--- src/hdl/cpsat_pkg.sv ---
// Package for the convex polygon collision block: widths, types, FSM encoding.
// No dependencies.
`default_nettype none

package cpsat_pkg;

   localparam int COORD_BITS        = 16;
   localparam int MAX_VERTICES_DFLT = 8;
   localparam int VERT_BITS         = 2 * COORD_BITS;   // {y, x}
   localparam int NORM_BITS         = COORD_BITS + 1;   // edge components
   localparam int PROD_BITS         = 2 * COORD_BITS + 1;
   localparam int SUM_BITS          = 2 * COORD_BITS + 2;

   typedef enum logic {
      POLY_A,
      POLY_B
   } poly_type;

   typedef enum logic [3:0] {
      ST_IDLE,
      ST_CHECK,
      ST_EDGE_I,
      ST_EDGE_J,
      ST_NORMAL,
      ST_PROJ,
      ST_DRAIN1,
      ST_DRAIN2,
      ST_COMPARE,
      ST_DONE
   } state_type;

   typedef struct packed {
      logic     wr_a;          // store vertex into polygon A
      logic     wr_b;          // store vertex into polygon B
      poly_type rd_poly;       // store that the read address targets
      logic     latch_vi;      // capture edge start vertex
      logic     latch_normal;  // form edge normal from start and end vertex
      logic     proj_valid;    // a projection read is issued
      logic     proj_first;    // first vertex of its polygon on this axis
      logic     set_hit;
      logic     clr_hit;
   } cmd_type;

   typedef struct packed {
      logic separated;         // intervals strictly disjoint on current axis
   } status_type;

endpackage

`default_nettype wire

--- src/hdl/cpsat_ram.sv ---
// Generic single-write, single-read RAM with registered read data.
// Depends on cpsat_pkg for parameter defaults.
`default_nettype none

module cpsat_ram
   import cpsat_pkg::*;
#(
   parameter int WIDTH = VERT_BITS,
   parameter int DEPTH = MAX_VERTICES_DFLT
) (
   input  wire logic                     clock,
   input  wire logic                     wr_en,
   input  wire logic [$clog2(DEPTH)-1:0] wr_addr,
   input  wire logic [WIDTH-1:0]         wr_data,
   input  wire logic [$clog2(DEPTH)-1:0] rd_addr,
   output      logic [WIDTH-1:0]         rd_data
);

   logic [WIDTH-1:0] mem_ff [DEPTH];
   logic [WIDTH-1:0] rd_data_ff;

   always_ff @(posedge clock) begin
      if (wr_en) begin
         mem_ff[wr_addr] <= wr_data;
      end
      rd_data_ff <= mem_ff[rd_addr];
   end

   assign rd_data = rd_data_ff;

endmodule

`default_nettype wire

--- src/hdl/cpsat_ctrl.sv ---
// Controller: vertex counts, drop flag, edge and projection loops, test FSM.
// Depends on cpsat_pkg.
`default_nettype none

module cpsat_ctrl
   import cpsat_pkg::*;
#(
   parameter int MAX_VERTICES = MAX_VERTICES_DFLT
) (
   input  wire logic                            clock,
   input  wire logic                            reset,
   input  wire logic                            start,
   input  wire logic                            req_second_polygon,
   input  wire logic                            req_end_of_pair,
   output      logic                            busy,
   output      logic                            rsp_strobe,
   output      logic                            rsp_overflow,
   output      cmd_type                         cmd,
   output      logic [$clog2(MAX_VERTICES)-1:0] wr_addr,
   output      logic [$clog2(MAX_VERTICES)-1:0] rd_addr,
   input  wire status_type                      status
);

   localparam int ADDR_BITS = $clog2(MAX_VERTICES);
   localparam int CNT_BITS  = $clog2(MAX_VERTICES + 1);

   state_type              state_ff, state_in;
   logic [CNT_BITS-1:0]    cnt_a_ff, cnt_a_in;
   logic [CNT_BITS-1:0]    cnt_b_ff, cnt_b_in;
   logic                   drop_ff, drop_in;
   poly_type               edge_poly_ff, edge_poly_in;
   logic [ADDR_BITS-1:0]   edge_ff, edge_in;
   poly_type               proj_poly_ff, proj_poly_in;
   logic [ADDR_BITS-1:0]   proj_ff, proj_in;

   logic                   accept;
   logic                   a_full, b_full, a_empty, b_empty;
   logic [CNT_BITS-1:0]    edge_cnt, proj_cnt;
   logic                   edge_last, proj_last;
   logic [ADDR_BITS-1:0]   edge_next_idx;

   assign accept   = (state_ff == ST_IDLE) && start;
   assign a_full   = (cnt_a_ff == CNT_BITS'(MAX_VERTICES));
   assign b_full   = (cnt_b_ff == CNT_BITS'(MAX_VERTICES));
   assign a_empty  = (cnt_a_ff == '0);
   assign b_empty  = (cnt_b_ff == '0);
   assign edge_cnt = (edge_poly_ff == POLY_B) ? cnt_b_ff : cnt_a_ff;
   assign proj_cnt = (proj_poly_ff == POLY_B) ? cnt_b_ff : cnt_a_ff;
   assign edge_last = ((CNT_BITS'(edge_ff) + CNT_BITS'(1)) == edge_cnt);
   assign proj_last = ((CNT_BITS'(proj_ff) + CNT_BITS'(1)) == proj_cnt);
   assign edge_next_idx = edge_last ? '0 : edge_ff + ADDR_BITS'(1);

   // next state
   always_comb begin
      state_in = state_ff;
      unique case (state_ff)
         ST_IDLE: begin
            if (accept && req_end_of_pair) state_in = ST_CHECK;
         end
         ST_CHECK: begin
            state_in = (a_empty || b_empty) ? ST_DONE : ST_EDGE_I;
         end
         ST_EDGE_I: state_in = ST_EDGE_J;
         ST_EDGE_J: state_in = ST_NORMAL;
         ST_NORMAL: state_in = ST_PROJ;
         ST_PROJ: begin
            if (proj_poly_ff == POLY_B && proj_last) state_in = ST_DRAIN1;
         end
         ST_DRAIN1: state_in = ST_DRAIN2;
         ST_DRAIN2: state_in = ST_COMPARE;
         ST_COMPARE: begin
            if (status.separated || (edge_last && edge_poly_ff == POLY_B)) begin
               state_in = ST_DONE;
            end else begin
               state_in = ST_EDGE_I;
            end
         end
         ST_DONE: state_in = ST_IDLE;
         default: state_in = ST_IDLE;
      endcase
   end

   // outputs
   always_comb begin
      cmd          = '0;
      cmd.rd_poly  = POLY_A;
      rd_addr      = '0;
      busy         = 1'b1;
      rsp_strobe   = 1'b0;
      wr_addr      = req_second_polygon ? cnt_b_ff[ADDR_BITS-1:0] : cnt_a_ff[ADDR_BITS-1:0];
      unique case (state_ff)
         ST_IDLE: begin
            busy     = 1'b0;
            cmd.wr_a = accept && !req_second_polygon && !a_full;
            cmd.wr_b = accept && req_second_polygon && !b_full;
         end
         ST_CHECK: begin
            // exactly one empty polygon cannot collide; both empty: no axis
            if (a_empty ^ b_empty) cmd.clr_hit = 1'b1;
            else                   cmd.set_hit = 1'b1;
         end
         ST_EDGE_I: begin
            cmd.rd_poly = edge_poly_ff;
            rd_addr     = edge_ff;
         end
         ST_EDGE_J: begin
            cmd.rd_poly  = edge_poly_ff;
            rd_addr      = edge_next_idx;
            cmd.latch_vi = 1'b1;
         end
         ST_NORMAL: begin
            cmd.rd_poly      = edge_poly_ff;
            cmd.latch_normal = 1'b1;
         end
         ST_PROJ: begin
            cmd.rd_poly    = proj_poly_ff;
            rd_addr        = proj_ff;
            cmd.proj_valid = 1'b1;
            cmd.proj_first = (proj_ff == '0);
         end
         ST_DRAIN1, ST_DRAIN2: begin
         end
         ST_COMPARE: begin
            cmd.clr_hit = status.separated;
         end
         ST_DONE: begin
            rsp_strobe = 1'b1;
         end
         default: begin
         end
      endcase
   end

   assign rsp_overflow = drop_ff;

   // counts and loop indexes
   always_comb begin
      cnt_a_in     = cnt_a_ff;
      cnt_b_in     = cnt_b_ff;
      drop_in      = drop_ff;
      edge_poly_in = edge_poly_ff;
      edge_in      = edge_ff;
      proj_poly_in = proj_poly_ff;
      proj_in      = proj_ff;
      case (state_ff)
         ST_IDLE: begin
            if (accept) begin
               if (req_second_polygon) begin
                  if (b_full) drop_in = 1'b1;
                  else        cnt_b_in = cnt_b_ff + CNT_BITS'(1);
               end else begin
                  if (a_full) drop_in = 1'b1;
                  else        cnt_a_in = cnt_a_ff + CNT_BITS'(1);
               end
            end
         end
         ST_CHECK: begin
            edge_poly_in = POLY_A;
            edge_in      = '0;
         end
         ST_NORMAL: begin
            proj_poly_in = POLY_A;
            proj_in      = '0;
         end
         ST_PROJ: begin
            if (proj_last) begin
               proj_poly_in = POLY_B;
               proj_in      = '0;
            end else begin
               proj_in = proj_ff + ADDR_BITS'(1);
            end
         end
         ST_COMPARE: begin
            if (edge_last) begin
               edge_poly_in = POLY_B;
               edge_in      = '0;
            end else begin
               edge_in = edge_ff + ADDR_BITS'(1);
            end
         end
         ST_DONE: begin
            cnt_a_in = '0;
            cnt_b_in = '0;
            drop_in  = 1'b0;
         end
         default: begin
         end
      endcase
   end

   always_ff @(posedge clock) begin
      if (reset) begin
         state_ff <= ST_IDLE;
         cnt_a_ff <= '0;
         cnt_b_ff <= '0;
         drop_ff  <= 1'b0;
      end else begin
         state_ff <= state_in;
         cnt_a_ff <= cnt_a_in;
         cnt_b_ff <= cnt_b_in;
         drop_ff  <= drop_in;
      end
   end

   always_ff @(posedge clock) begin
      edge_poly_ff <= edge_poly_in;
      edge_ff      <= edge_in;
      proj_poly_ff <= proj_poly_in;
      proj_ff      <= proj_in;
   end

endmodule

`default_nettype wire

--- src/hdl/cpsat_dp.sv ---
// Datapath: vertex RAMs, edge normal, projection pipeline, interval min/max.
// Depends on cpsat_pkg and cpsat_ram.
`default_nettype none

module cpsat_dp
   import cpsat_pkg::*;
#(
   parameter int MAX_VERTICES = MAX_VERTICES_DFLT
) (
   input  wire logic                                   clock,
   input  wire logic                                   reset,
   input  wire logic signed [COORD_BITS-1:0]           req_vertex_x,
   input  wire logic signed [COORD_BITS-1:0]           req_vertex_y,
   input  wire cmd_type                                cmd,
   input  wire logic        [$clog2(MAX_VERTICES)-1:0] wr_addr,
   input  wire logic        [$clog2(MAX_VERTICES)-1:0] rd_addr,
   output      status_type                             status,
   output      logic                                   rsp_collide
);

   logic [VERT_BITS-1:0]          wr_data, rd_data_a, rd_data_b, vert;
   poly_type                      rd_poly_d1_ff;
   logic signed [COORD_BITS-1:0]  vx, vy;
   logic signed [COORD_BITS-1:0]  vix_ff, viy_ff;
   logic signed [NORM_BITS-1:0]   nx_ff, ny_ff;

   logic                          s1_valid_ff, s1_first_ff;
   poly_type                      s1_poly_ff;
   logic                          s2_valid_ff, s2_first_ff;
   poly_type                      s2_poly_ff;
   logic signed [PROD_BITS-1:0]   prod_x_ff, prod_y_ff;
   logic signed [SUM_BITS-1:0]    proj_sum;
   logic signed [SUM_BITS-1:0]    alo_ff, ahi_ff, blo_ff, bhi_ff;
   logic                          hit_ff;

   assign wr_data = {req_vertex_y, req_vertex_x};

   cpsat_ram #(
      .WIDTH (VERT_BITS),
      .DEPTH (MAX_VERTICES)
   ) u_ram_a (
      .clock   (clock),
      .wr_en   (cmd.wr_a),
      .wr_addr (wr_addr),
      .wr_data (wr_data),
      .rd_addr (rd_addr),
      .rd_data (rd_data_a)
   );

   cpsat_ram #(
      .WIDTH (VERT_BITS),
      .DEPTH (MAX_VERTICES)
   ) u_ram_b (
      .clock   (clock),
      .wr_en   (cmd.wr_b),
      .wr_addr (wr_addr),
      .wr_data (wr_data),
      .rd_addr (rd_addr),
      .rd_data (rd_data_b)
   );

   assign vert = (rd_poly_d1_ff == POLY_B) ? rd_data_b : rd_data_a;
   assign vx   = signed'(vert[COORD_BITS-1:0]);
   assign vy   = signed'(vert[VERT_BITS-1:COORD_BITS]);

   // axis = (-(yj - yi), xj - xi)
   always_ff @(posedge clock) begin
      rd_poly_d1_ff <= cmd.rd_poly;
      if (cmd.latch_vi) begin
         vix_ff <= vx;
         viy_ff <= vy;
      end
      if (cmd.latch_normal) begin
         nx_ff <= NORM_BITS'(viy_ff) - NORM_BITS'(vy);
         ny_ff <= NORM_BITS'(vx) - NORM_BITS'(vix_ff);
      end
   end

   // stage 1: RAM data -> products; stage 2: sum -> interval update
   always_ff @(posedge clock) begin
      if (reset) begin
         s1_valid_ff <= 1'b0;
         s2_valid_ff <= 1'b0;
      end else begin
         s1_valid_ff <= cmd.proj_valid;
         s2_valid_ff <= s1_valid_ff;
      end
   end

   always_ff @(posedge clock) begin
      s1_first_ff <= cmd.proj_first;
      s1_poly_ff  <= cmd.rd_poly;
      s2_first_ff <= s1_first_ff;
      s2_poly_ff  <= s1_poly_ff;
      prod_x_ff   <= PROD_BITS'(nx_ff) * PROD_BITS'(vx);
      prod_y_ff   <= PROD_BITS'(ny_ff) * PROD_BITS'(vy);
   end

   assign proj_sum = SUM_BITS'(prod_x_ff) + SUM_BITS'(prod_y_ff);

   always_ff @(posedge clock) begin
      if (s2_valid_ff) begin
         if (s2_poly_ff == POLY_A) begin
            if (s2_first_ff || proj_sum < alo_ff) alo_ff <= proj_sum;
            if (s2_first_ff || proj_sum > ahi_ff) ahi_ff <= proj_sum;
         end else begin
            if (s2_first_ff || proj_sum < blo_ff) blo_ff <= proj_sum;
            if (s2_first_ff || proj_sum > bhi_ff) bhi_ff <= proj_sum;
         end
      end
   end

   assign status.separated = (ahi_ff < blo_ff) || (bhi_ff < alo_ff);

   always_ff @(posedge clock) begin
      if (cmd.set_hit)      hit_ff <= 1'b1;
      else if (cmd.clr_hit) hit_ff <= 1'b0;
   end

   assign rsp_collide = hit_ff;

endmodule

`default_nettype wire

--- src/hdl/convex_polygon_sat_collision.sv ---
// Top level of the 2-D convex polygon collision block (separating axis test).
// Depends on cpsat_pkg, cpsat_ctrl, cpsat_dp (and cpsat_ram below it).
//
//   channel  | ports                                         | handshake
//   ---------+-----------------------------------------------+-------------------------
//   request  | req_second_polygon, req_vertex_x/y, req_end_of_pair | start & !busy
//   response | rsp_collide, rsp_overflow                     | rsp_strobe, one cycle
//
// A vertex transaction without the end marker leaves busy low.
// A vertex with the end marker starts the test and raises busy. For every edge
// walked (at most nA + nB), the single projection datapath reads one stored vertex per
// cycle from the polygon RAMs; the walk stops at the first separating axis.
// rsp_strobe marks the last busy cycle; results cannot be stalled.
// Reset (synchronous, active high) empties both polygon stores and the drop flag.
`default_nettype none

module convex_polygon_sat_collision
   import cpsat_pkg::*;
#(
   parameter int MAX_VERTICES = MAX_VERTICES_DFLT
) (
   input  wire logic                         clock,
   input  wire logic                         reset,
   input  wire logic                         start,
   output      logic                         busy,
   input  wire logic                         req_second_polygon,
   input  wire logic signed [COORD_BITS-1:0] req_vertex_x,
   input  wire logic signed [COORD_BITS-1:0] req_vertex_y,
   input  wire logic                         req_end_of_pair,
   output      logic                         rsp_strobe,
   output      logic                         rsp_collide,
   output      logic                         rsp_overflow
);

   localparam int ADDR_BITS = $clog2(MAX_VERTICES);

   cmd_type              cmd;
   status_type           status;
   logic [ADDR_BITS-1:0] wr_addr;
   logic [ADDR_BITS-1:0] rd_addr;

   // sequencing: counts, loops over edges and vertices, result strobe
   cpsat_ctrl #(
      .MAX_VERTICES (MAX_VERTICES)
   ) u_ctrl (
      .clock              (clock),
      .reset              (reset),
      .start              (start),
      .req_second_polygon (req_second_polygon),
      .req_end_of_pair    (req_end_of_pair),
      .busy               (busy),
      .rsp_strobe         (rsp_strobe),
      .rsp_overflow       (rsp_overflow),
      .cmd                (cmd),
      .wr_addr            (wr_addr),
      .rd_addr            (rd_addr),
      .status             (status)
   );

   // storage and arithmetic: normals, dot products, intervals, verdict
   cpsat_dp #(
      .MAX_VERTICES (MAX_VERTICES)
   ) u_dp (
      .clock        (clock),
      .reset        (reset),
      .req_vertex_x (req_vertex_x),
      .req_vertex_y (req_vertex_y),
      .cmd          (cmd),
      .wr_addr      (wr_addr),
      .rd_addr      (rd_addr),
      .status       (status),
      .rsp_collide  (rsp_collide)
   );

endmodule

`default_nettype wire

--- config.mk ---
export PLATFORM = sky130hd
export DESIGN_NAME = convex_polygon_sat_collision
export DESIGN_NICKNAME = d
export VERILOG_FILES = /design/src/hdl/cpsat_pkg.sv /design/src/hdl/cpsat_ram.sv /design/src/hdl/cpsat_ctrl.sv /design/src/hdl/cpsat_dp.sv /design/src/hdl/convex_polygon_sat_collision.sv
export SDC_FILE = /design/constraint.sdc
export NUM_CORES = 2
export LEC_CHECK = 0
export BUFFER_PORTS_ARGS = -buffer_cell sky130_fd_sc_hd__buf_4
export CORE_MARGIN = 5
export CORE_UTILIZATION = 45
export DETAILED_ROUTE_END_ITERATION = 12
export SLEW_MARGIN = 10
export SYNTH_ARGS = -nofsm -noshare
export SYNTH_HDL_FRONTEND = slang
export SYNTH_HIERARCHICAL = 1
export SYNTH_SLANG_ARGS = --single-unit
export TNS_END_PERCENT = 100
--- constraint.sdc ---
create_clock -name clock -period 8 [get_ports clock]
set_clock_uncertainty 0.05 [all_clocks]
set_input_delay 0.8 -clock clock [delete_from_list [all_inputs] [get_ports clock]]
set_output_delay 0.8 -clock clock [all_outputs]
set_load 0.05 [all_outputs]
Yosys cells after proc, flatten, opt, wreduce, memory -nomap -nowiden:

Memories as Yosys holds them, arrays and structs flattened. A register that Yosys moved wholly into a read port is not among the register bits.
Cells that the tools add are included.
Widths: inputs -> output; s select.

* bits of input ports: 37
* memories: 2
* register bits after elaboration: 296
* bits in writable memories: 512
* output and inout port bits: 4
* logic and storage cells: 152

Memories
* u_dp.u_ram_a.mem_ff: depth 8, bits a word 32, read ports 1, clocked after memory_dff 1, write ports 1, RTL line cpsat_ram.sv:19 `logic [WIDTH-1:0] mem_ff [DEPTH];`
* u_dp.u_ram_b.mem_ff: depth 8, bits a word 32, read ports 1, clocked after memory_dff 1, write ports 1, RTL line cpsat_ram.sv:19

* reduce and logical (&&, ||, !) cells: 36
* bitwise gates (word level): 2
* $mul: 2
* add/sub/neg operators: 9
* $lt $le $gt $ge: 6
* multiplexer cells: 46
* eq/ne operators: 24

Operators by type and width (count)
* $lt 34x34->1: 4
* $gt 34x34->1: 2
* $mul 17x16->33: 2
* $mux 4: 12
* $pmux 4 s9: 1
* $add 33x33->34: 1
* $sub 16x16->17: 2
* $mux 32: 1
* $mux 1: 17
* $eq 4x3->1 const B: 4
* $eq 4x4->1 const B: 4
* $pmux 4 s2: 2
* $logic_not 4->1: 3
* $pmux 3 s2: 2
* $reduce_and 3->1: 4
* $reduce_and 4->1: 3
* $ne 2x2->1 const B: 5
* $pmux 1 s2: 5
* $mux 3: 3
* $pmux 3 s3: 1
* $add 3x1->4 const B: 2
* $add 4x1->4 const B: 2
* $eq 4x2->1 const B: 2
* $eq 4x4->1: 2
* 14 further kinds: 39

Longest topological paths before layout:

* depth in word-level cells: 7
* gate-level depth with buffers: 27
* depth with buffers taken out: 25

Modules after synthesis:

Netlist, hierarchy kept.

By module, submodules not included
* cpsat_dp: area each 36391.2 µm², cells an instance 3685, sequential area each 7527.2 µm², instances 1
* cpsat_ram: area each 10466.3 µm², cells an instance 415, sequential area each 8328.0 µm², instances 2
* cpsat_ctrl: area each 1565.3 µm², cells an instance 180, sequential area each 500.5 µm², instances 1

Worst setup path before layout:

Ideal clock, no wire load.

* path type: flip-flop to flip-flop
* from: reg u_dp/s1_poly_ff (netlist name)
* to: reg u_dp.prod_x_ff[32]
* path buffers: 3
* library setup time: 0.072 ns
* cell stages (with the launch flop): 25
* period minus slack after synthesis: 7.070 ns
* data arrival time: 6.948 ns
* setup slack: 0.930 ns
* data required time: 7.878 ns
* cells stage by stage: dfxtp_1 clkbuf_1 clkbuf_1 mux2_2 clkbuf_1 nand2_1 fa_1 inv_1 fa_1 inv_1 fa_1 fa_1 fa_1 fa_1 inv_1 ha_1 a21o_1 a21o_1 a21o_1 or3_1 a211oi_1 nor3_1 a211o_1 a21oi_1 xnor2_1

RTL lines
* end signal, assigned: RTL line cpsat_dp.sv:95 `prod_x_ff <= PROD_BITS'(nx_ff) * PROD_BITS'(vx);`
* end, declared: RTL line cpsat_dp.sv:31 `logic signed [PROD_BITS-1:0] prod_x_ff, prod_y_ff;`

==> key figures <==
Detailed routing
  • Vias per inst: 5.21
  • Wire per inst: 20.1 um
  • WL final: 132000 um
  • Antenna Nets Post-Route: 0
  • DR DRC count: 0
  • DRT iter0 DRCs: 1911
  • DR pass1 iterations: 5
  • Vias: 34310

Power
  • Internal power: 15.8 mW
  • Pleak: 27.2 nW
  • Switching pwr: 11.7 mW
  • Seq pwr share: 0.217
  • Worst IR drop on VDD: 0.477 mV
  • Pwr per Cell Area: 426 nW/um2
  • Combinational group share of total power: 0.622
  • Switching portion of total power: 0.426
  • Clock Power Share: 0.161

Global routing
  • Vias in the first global route: 35998
  • Global-route wire length before repair: 208000 um
  • GRT Overall Usage: 0.195
  • Initial antenna violation count: 5
  • Grt ovf: 0
  • Largest net degree at the start of global routing: 113

Logic synthesis
  • Top_reg_cell synth: edfxtp_1
  • Post-synth ARST share: 0
  • Warnings, synthesis: 6
  • Avg Inst Size Synth: 12.5 um2
  • EDFF count, synth: 722
  • Synthesized area: 58900 um2
  • Top cells by count, synth: 829 x inv_1, 722 x edfxtp_1, 555 x fa_1
  • #FFs+latches synth: 872
  • Syn nets: 5728
  • Sequential share of the synthesized area: 0.419
  • Synth unique cells: 88
  • Count leader, synth: inv_1
  • Top-area cell type share of the netlist area: 0.368
  • Top cells by area, synth: edfxtp_1 37%, fa_1 19%, ha_1 9.4%
  • Leading area contributor after synthesis: edfxtp_1
  • Post-Syn Instances: 4695

Setup path
  • Critical Path End Type: flop
  • Worst setup path endpoint: u_dp/prod_y_ff[32]
  • Arr. time, crit path: 8040 ps
  • Required time of the worst setup path: 8480 ps
  • Worst Setup SP: u_dp/s1_poly_ff
  • WS Path Type: reg -> reg
  • CP startpoint kind: flop
  • R2r endpoint: u_dp/prod_y_ff[32]
  • Worst-path maximum fanout: 19
  • Worst reg2reg startpoint: u_dp/s1_poly_ff
  • Depth of the worst register-to-register path: 20
  • R2R setup slack: 440 ps

Clock network
  • CTS Root Buffer Type: clkbuf_16
  • CTS Sinks: 872
  • Worst-skew pair later-pin latency: 750 ps
  • CTS tree: done
  • TritonCTS buffer count: 93
  • Post-CTS resize count: 0
  • Postcts setup bufs: 0
  • Number of hold buffers added after cts: 0
  • Htree depth: 3
  • CTS Buffer Depth: 3
  • Clock slew at reported path FFs: 70 ps

STA
  • Setup ws final: 439 ps
  • RSZ-0062 raised after global routing: false
  • Post-layout min period: 7560 ps
  • Final TNS setup: 0 ps
  • Final setup vio count: 0
  • Slew Viols, Final: 0
  • Fmax: 132 MHz
  • Final Hold Viols: 0
  • Tightest Pin Transition: 1190 ps
  • Hold slack: 277 ps
  • Final Cycle Share: 0.945
  • Slew margin rel.: 0.204

Floorplan
  • # rows: 132
  • Die area: 138000 um2
  • Top Ports: 41
  • Die extent in x: 372 um
  • Core footprint: 130000 um2
  • Starting Density: 0.454
  • DIE HEIGHT: 372 um

Final layout
  • Nets: 5800
  • Share of layout cells above drive strength 1: 0.0929
  • Layout area overhead: 9.86%

Min path
  • Hold/Removal Path Class: reg -> reg

Placement
  • IO buf count: 40
  • Post-DP HPWL: 93400 um
  • Routability Congestion: 0.844
  • Dpl ws: 494 ps

Run status
  • Status: finished clean

Job
  • Max_cap viols: 0
-- power groups by stage --
stage	logic, mW	registers, mW	clock network [mW]
after floorplan	12.8	5.95	0
after global placement	17.0	6.08	0
after detailed placement	17.2	6.08	0
after CTS	17.3	5.99	4.56
after global routing	19.5	5.99	4.75
final	17.1	5.97	4.44
-- area by class of cell --
class	instances	area, um2
fillers	11443	65100
multi-input cells	2873	30700
flip-flops and latches	872	24700
inverters	830	3120
clock buffers	133	2700
well taps	1742	2180
repair buffers	97	741
clock inverters	41	546
diodes	2	5.00
-- flip-flops by register name, indices dropped and copies added (netlist names), 16 cells and up --
signal	cells
u_dp/viy_ff	16
u_dp/u_ram_a/rd_data	32
u_dp/bhi_ff	34
u_dp/alo_ff	34
u_dp/vix_ff	16
u_dp/nx_ff	17
u_dp/ny_ff	17
u_dp/blo_ff	34
u_dp/prod_x_ff	33
u_dp/u_ram_b/rd_data	32
u_dp/u_ram_b/mem_ff	256
u_dp/ahi_ff	34
u_dp/u_ram_a/mem_ff	256
u_dp/prod_y_ff	33
-- layout by cell type, fill, tap and decap left out, types with 18 or more instances in the layout --
| cell type | n |
|---|---|
| fa_1 | 555 |
| o21a_1 | 27 |
| nand4_1 | 41 |
| dfxtp_1 | 149 |
| buf_4 | 96 |
| mux4_2 | 48 |
| mux4_1 | 80 |
| clkbuf_16 | 96 |
| o21ai_0 | 76 |
| and3_1 | 19 |
| nand2b_1 | 37 |
| clkbuf_1 | 21 |
| ha_1 | 441 |
| a21o_1 | 87 |
| xor2_1 | 25 |
| nand3_1 | 33 |
| nor3_1 | 35 |
| nor2b_1 | 66 |
| inv_1 | 827 |
| edfxtp_1 | 722 |
| and2_1 | 227 |
| a21oi_1 | 149 |
| nor2_1 | 150 |
| mux2_2 | 90 |
| xnor2_1 | 110 |
| nand2_1 | 341 |
| a211oi_1 | 18 |
-- cell families (layout without fill, tap and decap cells) --
kind of cell	after synthesis	in the layout	synth area share
other	0	2	0
buffers and inverters	950	1101	0.0629
multiplexers	237	237	0.0745
adder cells (fa/ha/maj)	996	996	0.282
AO/OA/AOI/OAI	472	472	0.0530
flip-flops	872	872	0.419
XOR/XNOR	135	135	0.0201
AND/OR/NAND/NOR	1033	1033	0.0880
-- worst max-delay path, cell delays in order (launching register included) --
cell and delay (ps):
dfxtp_2 710, mux2_2 590, nand2_1 180, inv_1 70
fa_1 630, fa_1 910, fa_1 530, fa_1 510
fa_1 490, inv_1 50, fa_1 480, inv_1 40
ha_1 340, o21ai_0 240, a21oi_1 90, o41ai_1 420
and4bb_1 300, nor3_1 80, a2111oi_2 360, a21oi_1 140
xnor2_1 150
-- worst min-delay path by stage --
stage                startpoint                    endpoint  slack (ps)  cells after the start
2_1_floorplan  u_dp/s1_first_ff            u_dp/s2_first_ff         260                      0
3_3_place_gp   u_dp/s1_first_ff            u_dp/s2_first_ff         270                      0
3_5_place_dp   u_dp/s1_first_ff            u_dp/s2_first_ff         260                      0
4_1_cts                   reset          u_ctrl/cnt_b_ff[0]         230                      2
5_1_grt         req_vertex_y[1]  u_dp/u_ram_b/mem_ff[0][17]         260                      1
6_report       u_dp/s1_first_ff            u_dp/s2_first_ff         280                      0
-- metal layers --
layer	global-route usage	up-vias	share of wire	wire length [um]
met5	0	-	0.00011	14
met4	0.0440	2	0.021	2720
met3	0.0325	173	0.044	5880
met2	0.333	615	0.49	65300
met1	0.263	17478	0.44	58400
li1	-	16042	-	-
-- per-stage QoR --
stage                      util  area [um2]  cells  power [mW]
after floorplan               -       58900   4695        18.8
after global placement    0.473       61400   6414        23.1
after detailed placement  0.473       61400   6414        23.2
after CTS                 0.498       64700   6588        27.8
after global routing      0.498       64700   6588        30.3
final                     0.498       64700   6590        27.6
(Power assumes the default switching activity.)
